File: src/design/bdlp_pkg.sv
// bdlp_pkg: shared types and constants for the button debounce / long press block
// no dependencies

package bdlp_pkg;

  localparam int unsigned TimeW  = 32;
  localparam int unsigned IntvW  = 16;
  localparam int unsigned CfgIdxW = 2;

  localparam logic [CfgIdxW-1:0] CfgDebounceMs  = CfgIdxW'(0);
  localparam logic [CfgIdxW-1:0] CfgLongPressMs = CfgIdxW'(1);

  localparam logic [IntvW-1:0] DebounceMsRst  = IntvW'(50);
  localparam logic [IntvW-1:0] LongPressMsRst = IntvW'(250);

  typedef struct packed {
    logic [IntvW-1:0] debounce_ms;
    logic [IntvW-1:0] long_press_ms;
  } cfg_t;

  typedef struct packed {
    logic pressed;
    logic changed;
    logic long_press;
  } result_t;

endpackage

File: src/design/bdlp_if.sv
// bdlp_if: valid/ready channel interfaces for polls, results and register writes
// depends on bdlp_pkg

interface bdlp_poll_if;
  logic                       valid;
  logic                       ready;
  logic                       raw_level;
  logic [bdlp_pkg::TimeW-1:0] now_ms;

  modport source (output valid, output raw_level, output now_ms, input ready);
  modport sink   (input valid, input raw_level, input now_ms, output ready);
endinterface

interface bdlp_result_if;
  logic valid;
  logic ready;
  logic pressed;
  logic changed;
  logic long_press;

  modport source (output valid, output pressed, output changed, output long_press,
                  input ready);
  modport sink   (input valid, input pressed, input changed, input long_press,
                  output ready);
endinterface

interface bdlp_cfg_if;
  logic                         valid;
  logic                         ready;
  logic [bdlp_pkg::CfgIdxW-1:0] index;
  logic [bdlp_pkg::IntvW-1:0]   data;

  modport source (output valid, output index, output data, input ready);
  modport sink   (input valid, input index, input data, output ready);
endinterface

File: src/design/bdlp_core.sv
// bdlp_core: debounce and long press state plus the per-poll update logic
// depends on bdlp_pkg

module bdlp_core (
  input  logic                       clk_i,
  input  logic                       rst_ni,
  input  logic                       acc_i,
  input  logic                       raw_i,
  input  logic [bdlp_pkg::TimeW-1:0] now_i,
  input  bdlp_pkg::cfg_t             cfg_i,
  output bdlp_pkg::result_t          res_o
);

  logic                       prev_raw_q, prev_raw_d;
  logic [bdlp_pkg::TimeW-1:0] change_time_q, change_time_d;
  logic                       stable_q, stable_d;
  logic                       changed_q, changed_d;
  logic                       long_q, long_d;
  logic [bdlp_pkg::TimeW-1:0] press_time_q, press_time_d;

  logic [bdlp_pkg::TimeW-1:0] since_press;
  logic [bdlp_pkg::TimeW-1:0] since_change;
  logic                       edge_seen;
  logic                       take_level;

  always_comb begin
    edge_seen     = raw_i != prev_raw_q;
    change_time_d = edge_seen ? now_i : change_time_q;
    changed_d     = edge_seen ? changed_q : 1'b0;

    // long press check runs against the stable level before acceptance
    since_press = now_i - press_time_q;
    long_d      = long_q;
    if (stable_q && !long_q &&
        since_press >= bdlp_pkg::TimeW'(cfg_i.long_press_ms)) begin
      long_d = 1'b1;
    end

    since_change = now_i - change_time_d;
    take_level   = (since_change >= bdlp_pkg::TimeW'(cfg_i.debounce_ms)) &&
                   (raw_i != stable_q);
    stable_d     = stable_q;
    press_time_d = press_time_q;
    if (take_level) begin
      stable_d  = raw_i;
      changed_d = 1'b1;
      if (raw_i) begin
        press_time_d = now_i;
        long_d       = 1'b0;
      end
    end
    prev_raw_d = raw_i;

    res_o.pressed    = stable_d;
    res_o.changed    = changed_d;
    res_o.long_press = long_d;
  end

  always_ff @(posedge clk_i or negedge rst_ni) begin
    if (!rst_ni) begin
      prev_raw_q    <= 1'b0;
      change_time_q <= '0;
      stable_q      <= 1'b0;
      changed_q     <= 1'b0;
      long_q        <= 1'b0;
      press_time_q  <= '0;
    end else if (acc_i) begin
      prev_raw_q    <= prev_raw_d;
      change_time_q <= change_time_d;
      stable_q      <= stable_d;
      changed_q     <= changed_d;
      long_q        <= long_d;
      press_time_q  <= press_time_d;
    end
  end

  // steady poll: changed is set exactly when the stable level moved
  a_changed_steady: assert property (@(posedge clk_i) disable iff (!rst_ni)
    acc_i && (raw_i == prev_raw_q) |=> changed_q == ($past(stable_q) != stable_q))
    else $error("changed flag disagrees with stable level movement");

  a_stable_hold: assert property (@(posedge clk_i) disable iff (!rst_ni)
    !acc_i |=> $stable(stable_q) && $stable(long_q) && $stable(changed_q))
    else $error("state moved without an accepted poll");

  a_long_needs_press: assert property (@(posedge clk_i) disable iff (!rst_ni)
    $rose(long_q) |-> $past(stable_q))
    else $error("long press flagged while released");

  a_press_time: assert property (@(posedge clk_i) disable iff (!rst_ni)
    $rose(stable_q) |-> (press_time_q == $past(now_i)) && !long_q)
    else $error("press time not captured on press");

endmodule

File: src/design/button_debounce_long_press_top.sv
// button_debounce_long_press_top: top level of the push button debouncer
// depends on bdlp_pkg, bdlp_if and bdlp_core

// Each poll request carries the raw pin level and a 32-bit millisecond
// timestamp and yields exactly one result request (pressed, changed,
// long_press). A poll is processed in the cycle it is accepted and its
// result appears in the output register on the next cycle, so the block
// sustains one poll per clock; the only thing that holds poll_i.ready low
// is a result sitting in the output register that the sink has not taken
// in the same cycle. The debounce and long press intervals are written
// through cfg_i (index 0 debounce_ms, index 1 long_press_ms, other indexes
// ignored, reset values 50 and 250) and should only be changed while no
// poll is in flight. Time differences wrap modulo 2^32, so out-of-order
// timestamps are simply treated as very long intervals.

module button_debounce_long_press_top (
  input  logic          clk_i,
  input  logic          rst_ni,
  bdlp_poll_if.sink     poll_i,
  bdlp_result_if.source result_o,
  bdlp_cfg_if.sink      cfg_i
);

  bdlp_pkg::cfg_t    cfg_q;
  bdlp_pkg::result_t res_d;
  bdlp_pkg::result_t res_q;
  logic              out_valid_q;
  logic              poll_acc;

  // config writes are always taken
  assign cfg_i.ready = 1'b1;

  always_ff @(posedge clk_i or negedge rst_ni) begin
    if (!rst_ni) begin
      cfg_q.debounce_ms   <= bdlp_pkg::DebounceMsRst;
      cfg_q.long_press_ms <= bdlp_pkg::LongPressMsRst;
    end else if (cfg_i.valid) begin
      case (cfg_i.index)
        bdlp_pkg::CfgDebounceMs:  cfg_q.debounce_ms   <= cfg_i.data;
        bdlp_pkg::CfgLongPressMs: cfg_q.long_press_ms <= cfg_i.data;
        default: ;
      endcase
    end
  end

  // output register frees up in the same cycle it is drained
  assign poll_i.ready = !out_valid_q || result_o.ready;
  assign poll_acc     = poll_i.valid && poll_i.ready;

  bdlp_core u_core (
    .clk_i  (clk_i),
    .rst_ni (rst_ni),
    .acc_i  (poll_acc),
    .raw_i  (poll_i.raw_level),
    .now_i  (poll_i.now_ms),
    .cfg_i  (cfg_q),
    .res_o  (res_d)
  );

  always_ff @(posedge clk_i or negedge rst_ni) begin
    if (!rst_ni) begin
      out_valid_q <= 1'b0;
    end else if (poll_acc) begin
      out_valid_q <= 1'b1;
    end else if (result_o.ready) begin
      out_valid_q <= 1'b0;
    end
  end

  // payload only, no reset needed
  always_ff @(posedge clk_i) begin
    if (poll_acc) begin
      res_q <= res_d;
    end
  end

  assign result_o.valid      = out_valid_q;
  assign result_o.pressed    = res_q.pressed;
  assign result_o.changed    = res_q.changed;
  assign result_o.long_press = res_q.long_press;

  // a stalled result must never be overwritten by a new poll
  a_no_overwrite: assert property (@(posedge clk_i) disable iff (!rst_ni)
    out_valid_q && !result_o.ready |-> !poll_acc)
    else $error("poll accepted over a pending result");

  // every accepted poll leaves a result pending on the next cycle
  a_result_follows: assert property (@(posedge clk_i) disable iff (!rst_ni)
    poll_acc |=> out_valid_q)
    else $error("accepted poll produced no result");

  a_result_stable: assert property (@(posedge clk_i) disable iff (!rst_ni)
    out_valid_q && !result_o.ready |=> $stable(res_q))
    else $error("pending result changed");

endmodule

File: src/flat_wrapper.sv
// flat-port wrapper written by rule: the top's interface ports become plain ports
module button_debounce_long_press_top_flat 
  (clk_i, rst_ni, poll_i_valid, poll_i_raw_level, poll_i_now_ms, poll_i_ready, result_o_valid, result_o_pressed, result_o_changed, result_o_long_press, result_o_ready, cfg_i_valid, cfg_i_index, cfg_i_data, cfg_i_ready);
  bdlp_poll_if poll_i_i ();
  bdlp_result_if result_o_i ();
  bdlp_cfg_if cfg_i_i ();
  input  logic clk_i;
  input  logic rst_ni;
  input wire logic [$bits(poll_i_i.valid)-1:0] poll_i_valid;
  input wire logic [$bits(poll_i_i.raw_level)-1:0] poll_i_raw_level;
  input wire logic [$bits(poll_i_i.now_ms)-1:0] poll_i_now_ms;
  output wire logic [$bits(poll_i_i.ready)-1:0] poll_i_ready;
  output wire logic [$bits(result_o_i.valid)-1:0] result_o_valid;
  output wire logic [$bits(result_o_i.pressed)-1:0] result_o_pressed;
  output wire logic [$bits(result_o_i.changed)-1:0] result_o_changed;
  output wire logic [$bits(result_o_i.long_press)-1:0] result_o_long_press;
  input wire logic [$bits(result_o_i.ready)-1:0] result_o_ready;
  input wire logic [$bits(cfg_i_i.valid)-1:0] cfg_i_valid;
  input wire logic [$bits(cfg_i_i.index)-1:0] cfg_i_index;
  input wire logic [$bits(cfg_i_i.data)-1:0] cfg_i_data;
  output wire logic [$bits(cfg_i_i.ready)-1:0] cfg_i_ready;
  assign poll_i_i.valid = poll_i_valid;
  assign poll_i_i.raw_level = poll_i_raw_level;
  assign poll_i_i.now_ms = poll_i_now_ms;
  assign poll_i_ready = poll_i_i.ready;
  assign result_o_valid = result_o_i.valid;
  assign result_o_pressed = result_o_i.pressed;
  assign result_o_changed = result_o_i.changed;
  assign result_o_long_press = result_o_i.long_press;
  assign result_o_i.ready = result_o_ready;
  assign cfg_i_i.valid = cfg_i_valid;
  assign cfg_i_i.index = cfg_i_index;
  assign cfg_i_i.data = cfg_i_data;
  assign cfg_i_ready = cfg_i_i.ready;
  button_debounce_long_press_top u_core (.clk_i(clk_i), .rst_ni(rst_ni), .poll_i(poll_i_i), .result_o(result_o_i), .cfg_i(cfg_i_i));
endmodule
File: config.mk
export PLATFORM = sky130hd
export DESIGN_NAME = button_debounce_long_press_top_flat
export DESIGN_NICKNAME = d
export VERILOG_FILES = /design/src/design/bdlp_pkg.sv /design/src/design/bdlp_if.sv /design/src/design/bdlp_core.sv /design/src/design/button_debounce_long_press_top.sv /design/src/flat_wrapper.sv
export SDC_FILE = /design/constraint.sdc
export NUM_CORES = 1
export LEC_CHECK = 0
export BUFFER_PORTS_ARGS = -buffer_cell sky130_fd_sc_hd__buf_2
export CORE_MARGIN = 2
export CORE_UTILIZATION = 53
export CTS_CLUSTER_DIAMETER = 40
export DETAILED_ROUTE_END_ITERATION = 8
export PLACE_DENSITY = 0.76
export SYNTH_ARGS = -nofsm -noshare
export SYNTH_HDL_FRONTEND = slang
export SYNTH_SLANG_ARGS = --single-unit
File: constraint.sdc
create_clock -name clk_i -period 6.15 [get_ports clk_i]
set_input_delay 0.615 -clock clk_i [delete_from_list [all_inputs] [get_ports clk_i]]
set_output_delay 0.615 -clock clk_i [all_outputs]
set_load 0.02 [all_outputs]
==> results.md <==
* Largest family of logic cells by synthesized area: compound AO/OA/AOI/OAI gates
* Final antenna-violating net count at 0
* Root buf cell: clkbuf_16
* Nets at 1271
* Post-synthesis sequential area ratio at 0.283
* R2r setup slk at 0.40 ns
* TritonRoute pass-1 iters at 7
* Top FF cell, synth: dfrtp_1
* Post-DP HPWL at 19400 microns
* Mux cell area share after synthesis at 0.109
* Final Hold Vio Count at 0
* Initial DRC Count at 640
* Worst r2r path cells at 25
* WP buf/inv at 2
* Pwr/cell area at 366 nW/um^2
* First-pass GRT wire length at 39100 microns
* Post-Synth Adder-Cell Area at 0.123
* IO Count at 62
* WHS at 0.208 ns
* WP data required at 6.38 ns
* CTS Buf Count at 9
* Die ar. at 18600 sq um
* Slew @ Worst Pin at 0.854 ns
* Clock H-tree levels at 3
* FF+latch count, synth at 104
* Hold WC Path Type: primary input to async pin
* Max IR drop VDD at 0.234 mV
* Syn_nets at 1227
* Compound-Gate Fraction of Synth Area at 0.207
* Final Non-Filler Cells at 1361
* EDFF count, synth at 3
* Async set-reset flop share out of synthesis at 0.971
* Clock skew at 0.0162 ns
* Starting Density at 0.539
* Reg-to-reg startpoint: u_core.u_core.prev_raw_q
* Global route hottest layer: met2
* # fillers at 1489
* Worst Path Arrival at 5.98 ns
* Routed len/inst at 17.9 microns
* Worst path top cell family by delay: compound AO/OA/AOI/OAI gates
* Unique masters post-synth at 83
* Simple-gate share of the synthesized area at 0.170
* Max Slew Vio Count at 0
* Crit end category: flip-flop
* Avg Cell Area, Syn at 8.55 sq um
* Ratio of cells with drive above 1 in the final layout at 0.144
* Cell row count at 48
* Max-cap violation count at 0
* Cell area after synthesis at 9290 sq um
* Placed Cells at 1343
* Leakage at 4.55 nW
* DR DRC count at 0
* Met3 usage at 0.0418
* Cts hold-fix bufs at 0
* # port buffers at 60
* Number of synthesis warnings at 0
* Global Route met1 Usage at 0.389
* Multi-input gate area at 6120 sq um
* CTS tree: done
* Final TNS setup at 0 ns
* Clk slew on worst S/H paths at 0.08 ns
* CP Class: flip-flop to flip-flop
* Die W at 136 microns
* Syn Inst Count at 1086
* Status: complete, no violations
* Worst setup SP type: flip-flop
* CTS Sinks at 104
* Final min period at 5.75 ns
* Slowest cell on crit path: dfrtp_2
* Longest Clk Path Bufs at 2
* Register area at 2630 sq um
* Die span in y at 136 microns
* Area grow syn2layout at 9.39%
* Critical path peak fanout at 34
* Met2 usage in global routing at 0.408
* Tcrit/Tclk final at 0.935
* Avg Vias per Cell at 6.07
* Tot Pwr at 3.72 mW
* Routed WL at 24400 microns
* Final Setup Violations at 0
* Xor/xnor cell area share of the yosys netlist at 0.0459
* Via count at 8260
* RD Place Congestion at 0.983
* Largest net degree at the start of global routing at 68
* Antenna violations before repair at 1
* Total track usage at 0.269
* Worst-Skew Late Latency at 0.36 ns
* Via count of the first global-routing pass at 7677
* Max Freq at 174 MHz
* Remaining global-route overflow at 0
* CP peak stage delay at 0.50 ns
* Core area at 17200 sq um
* Slew margin rel. at 0.429
* Capturing point of the worst reg2reg path: u_core.u_core.press_time_q[13]
## flip-flops by register name (all words and copies together), names as in the netlist
| name | cells |
|---|---|
| u_core.u_core.prev_raw_q | 1 |
| u_core.result_o.pressed | 1 |
| u_core.u_core.press_time_q | 32 |
| u_core.u_core.stable_q | 1 |
| u_core.u_core.long_q | 1 |
| u_core.result_o.valid | 1 |
| u_core.result_o.changed | 1 |
| u_core.u_core.changed_q | 1 |
| u_core.result_o.long_press | 1 |
| u_core.u_core.change_time_q | 32 |
| u_core.cfg_q | 32 |
## cells by family (layout without fill, tap and decap cells)
family / Yosys count / in the layout
AOI/OAI and AO/OA: 293 / 293
adders and majority gates: 92 / 92
buffers and inverters: 144 / 193
and+or+nand+nor: 312 / 312
xor gates and xnor gates: 47 / 47
DFF: 104 / 104
muxes: 93 / 93
other: 1 / 2
## Yosys cell counts (6+ instances only)
library cell / number / share of area
nor3b_1: 7 / 0.0057
xnor2_1: 27 / 0.025
o22ai_1: 7 / 0.0047
nand2_1: 93 / 0.038
a211oi_1: 9 / 0.0073
nor3_1: 24 / 0.013
dfrtp_1: 92 / 0.25
a21oi_1: 67 / 0.036
nand3_1: 20 / 0.011
a21boi_0: 10 / 0.0081
nor2_1: 60 / 0.024
maj3_1: 6 / 0.0065
nor4_1: 11 / 0.0074
and3_1: 8 / 0.0054
o21a_1: 15 / 0.012
xor2_1: 18 / 0.017
ha_1: 84 / 0.11
clkbuf_1: 30 / 0.012
inv_1: 101 / 0.041
o21ai_0: 82 / 0.044
nor2b_1: 19 / 0.013
nand2b_1: 15 / 0.010
nand4_1: 24 / 0.016
o2111ai_1: 6 / 0.0057
and2_1: 9 / 0.0061
dfstp_2: 9 / 0.025
mux2_2: 41 / 0.050
a2111oi_0: 6 / 0.0057
a21o_1: 18 / 0.015
a31oi_1: 8 / 0.0054
o21bai_1: 10 / 0.0081
o31ai_1: 7 / 0.0057
mux2i_1: 31 / 0.033
mux2_1: 21 / 0.025
## final cells by class
class,count,area share
multi-input combinational,838,0.602
sequential,104,0.259
timing repair buffer,75,0.0409
inverter,102,0.0377
tap,225,0.0277
clock buffer,10,0.0225
clock inverter,6,0.00961
antenna,1,0.000246
## cells in the final DEF, fill, tap and decap left out, drive strengths merged, types with 8 or more instances in the layout
master,n
inv,105
nand2,93
dfrtp,92
o21ai,86
ha,84
buf,75
a21oi,67
mux2,62
nor2,60
mux2i,31
xnor2,28
nor3,25
nand4,24
nand3,20
nor2b,19
xor2,19
a21o,18
nand2b,15
o21a,15
nor4,12
a21boi,10
o21bai,10
and2,10
clkbuf,10
a211oi,9
dfstp,9
a31oi,8
and3,8
## layer usage
metal / vias up / wire length, microns / part of all wire
met5: - / 0 / 0
met4: 0 / 614 / 0.025
met3: 41 / 1500 / 0.062
met2: 294 / 10800 / 0.44
met1: 3911 / 11500 / 0.47
li1: 4014 / - / -
## worst max path at each step
stage                                         from                        endpoint  slack (ns)  cells past startpoint
after floorplan                   poll_i_raw_level  u_core.u_core.press_time_q[30]        0.13                     26
after global placement            poll_i_raw_level   u_core.u_core.press_time_q[7]        0.30                     25
after detailed placement          poll_i_raw_level  u_core.u_core.press_time_q[13]        0.06                     25
after CTS                 u_core.u_core.prev_raw_q  u_core.u_core.press_time_q[28]        0.29                     24
after global routing      u_core.u_core.prev_raw_q  u_core.u_core.press_time_q[28]       -0.04                     25
final                     u_core.u_core.prev_raw_q  u_core.u_core.press_time_q[13]        0.40                     25
## repair_timing
action,4_1_cts,5_1_grt
setup endpoints to repair,0,35
gates resized for setup,0,5
buffers inserted,0,1
## power breakdown
part | leakage, nW | internal, mW | total (mW) | switching (mW)
clock | 0.160 | 0.365 | 0.642 | 0.277
combinational | 3.17 | 0.886 | 2.11 | 1.23
sequential | 1.22 | 0.859 | 0.966 | 0.107
## stage by stage
| stage | instance area [sq um] | util | worst slack [ns] |
|---|---|---|---|
| finish | 10200 | 0.589 | 0.402 |
| global route | 10200 | 0.589 | -0.0418 |
| CTS | 10100 | 0.588 | 0.290 |
| detailed placement | 9810 | 0.569 | 0.0623 |
| global placement | 9810 | 0.569 | 0.302 |
| floorplan | 9290 | - | 0.135 |
Power figures use the tool's default switching activity.
